## config.mk

```make
export PLATFORM = sky130hd
export DESIGN_NAME = http_request_line_parser
export DESIGN_NICKNAME = d
export VERILOG_FILES = /design/src/hrlp_pkg.sv /design/src/http_request_line_parser.sv
export VERILOG_INCLUDE_DIRS = /design/src /design/src/src
export SDC_FILE = /design/constraint.sdc
export NUM_CORES = 1
export LEC_CHECK = 0
export ABC_AREA = 1
export BUFFER_PORTS_ARGS = -buffer_cell sky130_fd_sc_hd__buf_2
export CAP_MARGIN = 30
export CORE_MARGIN = 1.5
export CORE_UTILIZATION = 30
export CTS_BUF_LIST = sky130_fd_sc_hd__clkbuf_16
export DETAILED_ROUTE_END_ITERATION = 6
export SLEW_MARGIN = 20
export SYNTH_ARGS = -nofsm -noshare
export SYNTH_HDL_FRONTEND = slang
export SYNTH_SLANG_ARGS = --single-unit
```

## constraint.sdc

```tcl
create_clock -name aclk -period 5 [get_ports aclk]
set_input_delay 0.25 -clock aclk [delete_from_list [all_inputs] [get_ports aclk]]
set_output_delay 0.25 -clock aclk [all_outputs]
set_load 0.005 [all_outputs]
```

## src/http_request_line_parser_assert.svh

```systemverilog
// Assertion macros shared by the parser RTL.
// Define NO_ASSERTIONS to compile them away.
`ifndef HTTP_REQUEST_LINE_PARSER_ASSERT_SVH
`define HTTP_REQUEST_LINE_PARSER_ASSERT_SVH

`ifndef NO_ASSERTIONS

// Invariant checked at every clock edge outside reset.
`define HRLP_ASSERT_ALWAYS(name, cond, msg) \
    name: assert property (@(posedge aclk) disable iff (!aresetn) (cond)) \
        else $error(msg);

// Implication from one cycle to the next.
`define HRLP_ASSERT_NEXT(name, pre, post, msg) \
    name: assert property (@(posedge aclk) disable iff (!aresetn) (pre) |=> (post)) \
        else $error(msg);

`else

`define HRLP_ASSERT_ALWAYS(name, cond, msg)
`define HRLP_ASSERT_NEXT(name, pre, post, msg)

`endif

`endif

```

## src/hrlp_pkg.sv

```systemverilog
package hrlp_pkg;

    typedef struct packed {
        logic [7:0] data_byte;
        logic       last;
    } in_item_t;

    typedef struct packed {
        logic        kind;
        logic [7:0]  uri_byte;
        logic [2:0]  status;
        logic        method;
        logic [11:0] hdr_end;
        logic [11:0] header_start;
        logic [8:0]  uri_len;
    } out_item_t;

    typedef enum logic [1:0] {
        PH_METHOD  = 2'd0,
        PH_URI     = 2'd1,
        PH_LINE    = 2'd2,
        PH_HEADERS = 2'd3
    } phase_t;

    localparam logic KIND_URI    = 1'b0;
    localparam logic KIND_REPORT = 1'b1;

    localparam logic MTH_GET  = 1'b0;
    localparam logic MTH_POST = 1'b1;

    localparam logic [2:0] ST_OK        = 3'd0;
    localparam logic [2:0] ST_NO_END    = 3'd1;
    localparam logic [2:0] ST_NO_SPACE1 = 3'd2;
    localparam logic [2:0] ST_BAD_METH  = 3'd3;
    localparam logic [2:0] ST_NO_SPACE2 = 3'd4;
    localparam logic [2:0] ST_URI_LONG  = 3'd5;

    localparam logic [7:0] CH_NUL = 8'h00;
    localparam logic [7:0] CH_CR  = 8'h0d;
    localparam logic [7:0] CH_LF  = 8'h0a;
    localparam logic [7:0] CH_SP  = 8'h20;

    localparam logic [23:0] TXT_GET     = 24'h474554;
    localparam logic [23:0] TXT_GET_LC  = 24'h676574;
    localparam logic [31:0] TXT_POST    = 32'h504f5354;
    localparam logic [31:0] TXT_POST_LC = 32'h706f7374;

    // Progress through the CR LF CR LF terminator.
    localparam logic [1:0] TM_NONE   = 2'd0;
    localparam logic [1:0] TM_CR     = 2'd1;
    localparam logic [1:0] TM_CRLF   = 2'd2;
    localparam logic [1:0] TM_CRLFCR = 2'd3;

endpackage

```

## src/http_request_line_parser.sv

```systemverilog
// Channel  Ports               Payload      Direction
// -------  ------------------  -----------  ---------
// input    s_valid, s_ready    s_data       in   (one request byte)
// result   m_valid, m_ready    m_data       out  (URI byte or final report)
//
// One byte is taken per cycle while s_ready is high; its result, if any, is registered.
// An output register backed by a one-entry skid register keeps s_ready high
// while a result waits, so input stalls only when both are full.
// Reset (aresetn low at a clock edge) returns the parser to the method phase
// and empties both output registers.
module http_request_line_parser #(
    parameter int MAX_LEN = 4096,
    parameter int URI_MAX = 256
) (
    input  logic               aclk,
    input  logic               aresetn,
    input  logic               s_valid,
    output logic               s_ready,
    input  hrlp_pkg::in_item_t  s_data,
    output logic               m_valid,
    input  logic               m_ready,
    output hrlp_pkg::out_item_t m_data
);
    import hrlp_pkg::*;

    localparam int PW = $clog2(MAX_LEN) + 1;
    localparam int UW = $clog2(URI_MAX + 2);

    phase_t         phase_reg, phase_next;
    logic [31:0]    method_text_reg, method_text_next;
    logic [2:0]     method_count_reg, method_count_next;
    logic [1:0]     crlf_reg, crlf_next;
    logic [PW-1:0]  position_reg, position_next;
    logic [UW-1:0]  uri_count_reg, uri_count_next;
    logic [PW-1:0]  line_offset_reg, line_offset_next;
    logic           finished_reg, finished_next;

    out_item_t      out_reg, out_next;
    logic           out_valid_reg, out_valid_next;
    out_item_t      skid_reg, skid_next;
    logic           skid_valid_reg, skid_valid_next;

    logic           accept;
    logic           pop;
    logic           res_valid;
    out_item_t      res;
    logic [UW-1:0]  emitted_len;
    logic [31:0]    emitted_wide;
    logic [31:0]    hlen_wide;
    logic [31:0]    hstart_wide;
    logic           meth_get;
    logic           meth_post;

    assign s_ready = !skid_valid_reg;
    assign accept  = s_valid && s_ready;
    assign pop     = out_valid_reg && m_ready;
    assign m_valid = out_valid_reg;
    assign m_data  = out_reg;

    assign emitted_len  = (uri_count_reg < UW'(URI_MAX)) ? uri_count_reg : UW'(URI_MAX);
    assign emitted_wide = 32'(emitted_len);
    assign hlen_wide    = 32'(position_reg - PW'(3));
    assign hstart_wide  = 32'(line_offset_reg);

    assign meth_get  = (method_count_reg == 3'd3) &&
                       ((method_text_reg[23:0] == TXT_GET) ||
                        (method_text_reg[23:0] == TXT_GET_LC));
    assign meth_post = (method_count_reg == 3'd4) &&
                       ((method_text_reg == TXT_POST) || (method_text_reg == TXT_POST_LC));

    // Per-byte parse step.
    always_comb begin
        logic          found;
        logic          do_finish;
        logic          do_clear;
        logic [PW-1:0] pos_inc;
        logic [2:0]    st;
        out_item_t     fail_rpt;
        logic [UW-1:0] ulen_after;

        phase_next        = phase_reg;
        method_text_next  = method_text_reg;
        method_count_next = method_count_reg;
        crlf_next         = crlf_reg;
        position_next     = position_reg;
        uri_count_next    = uri_count_reg;
        line_offset_next  = line_offset_reg;
        finished_next     = finished_reg;
        res_valid         = 1'b0;
        res               = '0;
        found             = 1'b0;
        do_finish         = 1'b0;
        do_clear          = 1'b0;
        pos_inc           = position_reg + PW'(1);
        st                = ST_OK;
        ulen_after        = emitted_len;

        fail_rpt         = '0;
        fail_rpt.kind    = KIND_REPORT;
        fail_rpt.status  = ST_NO_END;
        fail_rpt.uri_len = emitted_wide[8:0];

        if (accept) begin
            if (finished_reg) begin
                do_clear = s_data.last;
            end else if (s_data.data_byte == CH_NUL) begin
                res       = fail_rpt;
                res_valid = 1'b1;
                do_finish = 1'b1;
            end else begin
                if (s_data.data_byte == CH_CR) begin
                    crlf_next = (crlf_reg == TM_CRLF) ? TM_CRLFCR : TM_CR;
                end else if (s_data.data_byte == CH_LF) begin
                    found     = (crlf_reg == TM_CRLFCR);
                    crlf_next = (crlf_reg == TM_CR) ? TM_CRLF : TM_NONE;
                end else begin
                    crlf_next = TM_NONE;
                end

                if (found) begin
                    // The first failing check in this order decides the status.
                    priority if (phase_reg == PH_METHOD) begin
                        st = ST_NO_SPACE1;
                    end else if (!meth_get && !meth_post) begin
                        st = ST_BAD_METH;
                    end else if (phase_reg == PH_URI) begin
                        st = ST_NO_SPACE2;
                    end else if (uri_count_reg > UW'(URI_MAX)) begin
                        st = ST_URI_LONG;
                    end else begin
                        st = ST_OK;
                    end
                    res.kind    = KIND_REPORT;
                    res.status  = st;
                    res.hdr_end = hlen_wide[11:0];
                    res.uri_len = emitted_wide[8:0];
                    if (st == ST_OK) begin
                        res.method = meth_post ? MTH_POST : MTH_GET;
                        // A request line ended only by the terminator's LF has no
                        // following header line.
                        if (phase_reg == PH_HEADERS &&
                            line_offset_reg != position_reg - PW'(1)) begin
                            res.header_start = hstart_wide[11:0];
                        end
                    end
                    res_valid = 1'b1;
                    do_finish = 1'b1;
                end else begin
                    unique case (phase_reg)
                        PH_METHOD: begin
                            if (s_data.data_byte == CH_SP) begin
                                phase_next = PH_URI;
                            end else begin
                                method_text_next = {method_text_reg[23:0], s_data.data_byte};
                                if (method_count_reg < 3'd5) begin
                                    method_count_next = method_count_reg + 3'd1;
                                end
                            end
                        end
                        PH_URI: begin
                            if (s_data.data_byte == CH_SP) begin
                                phase_next = PH_LINE;
                            end else if (uri_count_reg <= UW'(URI_MAX)) begin
                                if (uri_count_reg < UW'(URI_MAX)) begin
                                    res.kind     = KIND_URI;
                                    res.uri_byte = s_data.data_byte;
                                    res_valid    = 1'b1;
                                end
                                uri_count_next = uri_count_reg + UW'(1);
                            end
                        end
                        PH_LINE: begin
                            if (s_data.data_byte == CH_LF) begin
                                line_offset_next = pos_inc;
                                phase_next       = PH_HEADERS;
                            end
                        end
                        PH_HEADERS: begin
                        end
                        default: begin
                        end
                    endcase

                    position_next = pos_inc;
                    if (s_data.last || pos_inc >= PW'(MAX_LEN)) begin
                        // The length in this report counts a URI byte taken in this cycle.
                        ulen_after  = (uri_count_next < UW'(URI_MAX)) ?
                                      uri_count_next : UW'(URI_MAX);
                        res         = fail_rpt;
                        res.uri_len = 9'(ulen_after);
                        res_valid   = 1'b1;
                        do_finish   = 1'b1;
                    end
                end
            end

            if (do_finish) begin
                if (s_data.last) begin
                    do_clear = 1'b1;
                end else begin
                    finished_next = 1'b1;
                end
            end

            if (do_clear) begin
                phase_next        = PH_METHOD;
                method_text_next  = '0;
                method_count_next = '0;
                crlf_next         = TM_NONE;
                position_next     = '0;
                uri_count_next    = '0;
                line_offset_next  = '0;
                finished_next     = 1'b0;
            end
        end
    end

    // Output register with a one-entry skid behind it.
    always_comb begin
        out_next        = out_reg;
        out_valid_next  = out_valid_reg;
        skid_next       = skid_reg;
        skid_valid_next = skid_valid_reg;

        if (skid_valid_reg) begin
            if (pop) begin
                out_next        = skid_reg;
                skid_valid_next = 1'b0;
            end
        end else if (res_valid) begin
            if (!out_valid_reg || pop) begin
                out_next       = res;
                out_valid_next = 1'b1;
            end else begin
                skid_next       = res;
                skid_valid_next = 1'b1;
            end
        end else if (pop) begin
            out_valid_next = 1'b0;
        end
    end

    always_ff @(posedge aclk) begin
        if (!aresetn) begin
            phase_reg        <= PH_METHOD;
            method_text_reg  <= '0;
            method_count_reg <= '0;
            crlf_reg         <= TM_NONE;
            position_reg     <= '0;
            uri_count_reg    <= '0;
            line_offset_reg  <= '0;
            finished_reg     <= 1'b0;
            out_valid_reg    <= 1'b0;
            skid_valid_reg   <= 1'b0;
        end else begin
            phase_reg        <= phase_next;
            method_text_reg  <= method_text_next;
            method_count_reg <= method_count_next;
            crlf_reg         <= crlf_next;
            position_reg     <= position_next;
            uri_count_reg    <= uri_count_next;
            line_offset_reg  <= line_offset_next;
            finished_reg     <= finished_next;
            out_valid_reg    <= out_valid_next;
            skid_valid_reg   <= skid_valid_next;
        end
    end

    always_ff @(posedge aclk) begin
        out_reg  <= out_next;
        skid_reg <= skid_next;
    end

`include "http_request_line_parser_assert.svh"

    `HRLP_ASSERT_ALWAYS(a_skid_behind_out, !skid_valid_reg || out_valid_reg,
        "skid full while output empty")
    `HRLP_ASSERT_ALWAYS(a_uri_count_bound, uri_count_reg <= UW'(URI_MAX + 1),
        "URI count past limit")
    `HRLP_ASSERT_ALWAYS(a_uri_item_clean,
        !(m_valid && m_data.kind == KIND_URI) ||
        (m_data.status == ST_OK && m_data.uri_len == 9'd0),
        "URI item carries report fields")
    `HRLP_ASSERT_NEXT(a_nul_ends_request,
        accept && !finished_reg && s_data.data_byte == CH_NUL,
        finished_reg || position_reg == '0,
        "zero byte did not end the request")

endmodule

```

# After elaboration in Yosys (flattened, before gate mapping)

Cells that the tools add are included.

Flip-flop bits (word level): 169
Input port bits: 13
Output and inout port bits: 48

$add $sub $neg: 5
Magnitude comparators: 6
Equality and inequality tests: 26
Muxes and demuxes: 111
Bitwise logic cells: 2
Reduce and logical (&&, ||, !) cells: 36

Operator list:

| operator                                                  | number |
|---|---|
| 2-to-1 mux 46 bit                                         | 8 |
| 2-to-1 mux 32 bit                                         | 6 |
| 2-to-1 mux 13 bit                                         | 10 |
| 2-to-1 mux 9 bit                                          | 13 |
| equality test 32 x 31 -> 1 bit, second input constant     | 2 |
| equality test 24 x 23 -> 1 bit, second input constant     | 2 |
| 2-to-1 mux 3 bit                                          | 15 |
| 2-to-1 mux 8 bit                                          | 5 |
| 2-to-1 mux 37 bit                                         | 1 |
| 2-to-1 mux 1 bit                                          | 36 |
| 2-to-1 mux 2 bit                                          | 14 |
| 2-to-1 mux 12 bit                                         | 2 |
| < comparator 9 bit, second input constant                 | 2 |
| equality test 8 x 4 -> 1 bit, second input constant       | 2 |
| nonzero test 2 bit                                        | 8 |
| AND reduction 3 bit                                       | 5 |
| != test 2 x 1 -> 1 bit, second input constant             | 7 |
| adder 13 x 1 -> 13 bit, second input constant             | 1 |
| greater-or-equal comparator 13 bit, second input constant | 1 |
| != test 13 bit                                            | 1 |
| subtractor 13 x 1 -> 13 bit, second input constant        | 1 |
| AND reduction 6 bit                                       | 2 |
| subtractor 12 x 2 -> 12 bit, second input constant        | 1 |
| adder 9 x 1 -> 9 bit, second input constant               | 1 |
| other kinds (23)                                          | 40 |

# Logic depth before layout (Yosys ltp)

Word-level depth: 20
Gate-level depth with buffers: 16
Depth with buffers taken out: 15

# Worst setup path after synthesis

Ideal clock, no wire load.

Path type: register to register
From: register position_reg[0]
To: register skid_reg[0] (netlist bit), enable pin
Library setup time: 450 ps
Arrival: 3264 ps
Data required time: 4550 ps
Setup slack: 1286 ps
Stages on the path, launching flop included: 10
Clock period less this slack: 3714 ps
Cells stage by stage: dfxtp_1 ha_1 nand2_1 nor2_1 nand4_1 nand3_1 nor2_1 nor2_1 nor2_1 nor2_1

Word-level cells in the longest chain between the ends: 9

RTL lines:

| what                               | line                            | source |
|---|---|---|
| from (decl)                        | http_request_line_parser.sv:33  | `logic [PW-1:0] position_reg, position_next;` |
| from (signal assigned)             | http_request_line_parser.sv:260 | `position_reg <= position_next;` |
| adder 13 x 1 -> 13 bit             | http_request_line_parser.sv:94  | `pos_inc = position_reg + PW'(1);` |
| greater-or-equal comparator 13 bit | http_request_line_parser.sv:185 | `if (s_data.last \|\| pos_inc >= PW'(MAX_LEN)) begin` |
| logical OR 1 bit                   | http_request_line_parser.sv:185 |  |
| 2-to-1 mux 1 bit                   | http_request_line_parser.sv:185 |  |
| 2-to-1 mux 1 bit                   | http_request_line_parser.sv:120 | `if (found) begin` |
| 2-to-1 mux 1 bit                   | http_request_line_parser.sv:106 | `end else if (s_data.data_byte == CH_NUL) begin` |
| 2-to-1 mux 1 bit                   | http_request_line_parser.sv:104 | `if (finished_reg) begin` |
| 2-to-1 mux 1 bit                   | http_request_line_parser.sv:103 | `if (accept) begin` |
| AND reduction 3 bit (no line)      | -                               |  |
| to (signal assigned)               | http_request_line_parser.sv:271 | `skid_reg <= skid_next;` |
| to (decl)                          | http_request_line_parser.sv:40  | `out_item_t skid_reg, skid_next;` |

No other way between the ends.
A chain may end at the register's enable or synchronous reset.

# Final worst setup path

From: register skid_valid_reg
To: register skid_reg[17] (netlist bit), enable pin

Word-level cells in the longest chain between the ends: 4
Elaborated cells on any way between the ends: 5

RTL lines:

| what                            | line                            | source |
|---|---|---|
| from (decl)                     | http_request_line_parser.sv:41  | `logic skid_valid_reg, skid_valid_next;` |
| from (signal assigned)          | http_request_line_parser.sv:265 | `skid_valid_reg <= skid_valid_next;` |
| logical NOT 1 bit               | http_request_line_parser.sv:54  | `assign s_ready = !skid_valid_reg;` |
| logical AND 1 bit               | http_request_line_parser.sv:55  | `assign accept = s_valid && s_ready;` |
| 2-to-1 mux 1 bit                | http_request_line_parser.sv:103 |  |
| AND reduction 3 bit (no line) * | -                               |  |

Mark *: on every way between the ends. The rest lies on a longest branch, timed or not.

==> qor.yml <==
grt_first_pass_wirelength_um: 31600
finalInstanceArea_um2: 9570
pre_cts_slack_ns: 1.76
worst_hold_path.endpoint: "method_text_reg[6]"
place_area_um2: 8990
end_kind: "register"
grt_overflow: 0
ys.flop_type: "edfxtp_1"
drv_slew: 0
hold_depth: 3
cp.buffers_inverters: 3
core_um2: 27200
r2r_cells: 8
r2r_slack_ns: 1.72
wl_um: 19200
p_per_area_nw_per_um2: 333
worstReg2RegStart: "skid_valid_reg"
antenna_found_initial: 0
insertion_delay_ns: 0.44
post_cts_buffers: 0
layout_min_cycle_time_ns: 3.28
synth-adder-area-share_pct: 1.64
path_delay_family: "simple AND/OR/NAND/NOR gates"
seqCellArea_um2: 4300
cp_common_cell: "nor2_1"
drive_gt1_share_pct: 10.5
synthMuxAreaShare_pct: 0
ctsResizeCount: 0
clk_path_buf_depth: 2
cts_num_sinks: 169
synth_compound_area_share_pct: 9.07
avgViaCountPerCell: 4.57
grt_max_degree: 49
synth_cells: 1082
post-route-drc-count: 0
layout_commonest_cell: "nand2_1"
fin_ws_ns: 1.72
fin_util_pct: 35.2
firstDrtPassIters: 5
synth_nets: 1106
cts_buffers: 17
rows: 60
fp.dieW_um: 170
io_pins: 61
skew_ns: 0.0178
dp_cells: 1475
ctsHoldBuffers: 0
fillers: 2891
yosys.area_share.xor_xnor_pct: 1.78
hold_ws_ns: 0.119
rsz0062_at_grt: "no"
layout_common_cells: "nand2_1 (313), nor2_1 (130), inv_1 (124), edfxtp_1 (92), a21oi_1 (79)"
die_h_um: 170
syn_area_um2: 8370
htreeDepth: 4
syn_avg_cell_area_um2: 7.74
maxSlewHeadroom_pct: 43.8
critPathSlowestCell: "nor2_1"
setup_viol: 0
layout.cells.non_filler: 1508
path_cells: "inv_2 > nand2_1 > nor2_1 > inv_1 > nor2_1 > nor2_1 > nor2_4 > buf_4"
cts.clk_slew.worst_paths_ns: 0.07
min-delay-start: "s_data[7]"
total_power_mw: 3.19
fin_tns_setup_ns: 0
vias: 6893
fin_crit_sh_pct: 65.6
ir_worst_vdd_mv: 0.250
synth_edf_count: 92
tightest_slew_ns: 0.840
synthDistinctLibCells: 33
max_stage_delay_ns: 0.63
synth-simple-area-share_pct: 27.8
crit_arrival_ns: 3.39
p_leak_nw: 3.91
reg2reg_to: "skid_reg[17]"
worst-path-max-fanout: 27
drv_cap: 0
diodes: 0
multiInputGateArea_um2: 3380
path_class: "register to register"
synth_top_family_by_area: "simple AND/OR/NAND/NOR gates"
ant_nets: 0
place.gp.congestion: 0.860
grt_pass1_vias: 6326
first_iter_violations: 440
hold_viol: 0
crit_required_ns: 5.11
cts_tree: "yes"
hpwl_um: 13700
nets: 1148
cts-root-buf: "clkbuf_16"
max_freq_mhz: 305
grt_usage_pct: 13.8
area_growth_pct: 14.3
status: "finished clean"
portBuffers: 60
start_util_pct: 30.8
hold_class: "input pin to register"
synth_seq_cells: 169
yosys_warnings: 0
seq_area_frac_synth_pct: 51.4
async_flop_share_pct: 0
start_kind: "register"
wl_per_cell_um: 12.7
die-area_um2: 28900
## worst max-delay path by stage
stage | start | to | depth (start not counted)
after floorplan | position_reg[0] | skid_reg[0] | 9
after global placement | skid_valid_reg | skid_reg[18] | 8
after global routing | skid_valid_reg | skid_reg[17] | 8
final | skid_valid_reg | skid_reg[17] | 8
after detailed placement | skid_valid_reg | skid_reg[18] | 8
after CTS | skid_valid_reg | skid_reg[19] | 8
## per-layer routing
| metal | part of all wire, % | routed length [um] | track usage [%] | up-vias |
|---|---|---|---|---|
| met5 | 0 | 0 | 0 | - |
| met4 | 1.3 | 252 | 4.42 | 0 |
| met3 | 3.8 | 731 | 2.56 | 17 |
| met2 | 47 | 8970 | 22.9 | 133 |
| met1 | 48 | 9200 | 18.0 | 3190 |
| li1 | - | - | - | 3553 |
## worst min-delay path, stage by stage
cell     delay [ns]
buf_2          0.12
nand3_1        0.08
a21oi_1        0.06
## synthesized netlist by cell type, types with 2 or more instances
library cell | n | area [um^2]
a211oi_1 | 3 | 22.5
a21oi_1 | 79 | 395
buf_1 | 4 | 15.0
buf_2 | 11 | 55.1
buf_4 | 4 | 30.0
clkbuf_1 | 26 | 97.6
clkinv_1 | 2 | 7.51
dfxtp_1 | 77 | 1540
edfxtp_1 | 92 | 2760
ha_1 | 11 | 138
inv_1 | 123 | 462
inv_2 | 7 | 26.3
nand2_1 | 313 | 1170
nand3_1 | 76 | 380
nand3b_1 | 5 | 37.5
nand4_1 | 13 | 81.3
nor2_1 | 131 | 492
nor2_2 | 8 | 50.1
nor2_4 | 2 | 22.5
nor3_1 | 10 | 50.1
o21ai_0 | 57 | 285
o21ai_1 | 2 | 10.0
xnor2_1 | 2 | 17.5
xor2_1 | 15 | 131
## cell families after synthesis
group | count (synthesis)
flops | 169
simple gates | 562
compound gates | 146
buf+inv | 177
fa+ha+maj | 11
xor+xnor | 17
## power by group
| group | switching [mW] | internal (mW) |
|---|---|---|
| combinational | 0.281 | 0.131 |
| sequential | 0.0442 | 1.54 |
| clock | 0.563 | 0.634 |
| total | 0.888 | 2.30 |
## layout make-up
| type | count | share of cell area [%] |
|---|---|---|
| clock buffers | 17 | 4.45 |
| repair buffers | 68 | 4.11 |
| inverters | 132 | 5.18 |
| clock inverters | 14 | 1.07 |
| well taps | 372 | 4.86 |
| multi-input cells | 736 | 35.4 |
| flip-flops and latches | 169 | 45.0 |
Note: power is estimated with default switching activity, not from simulation.
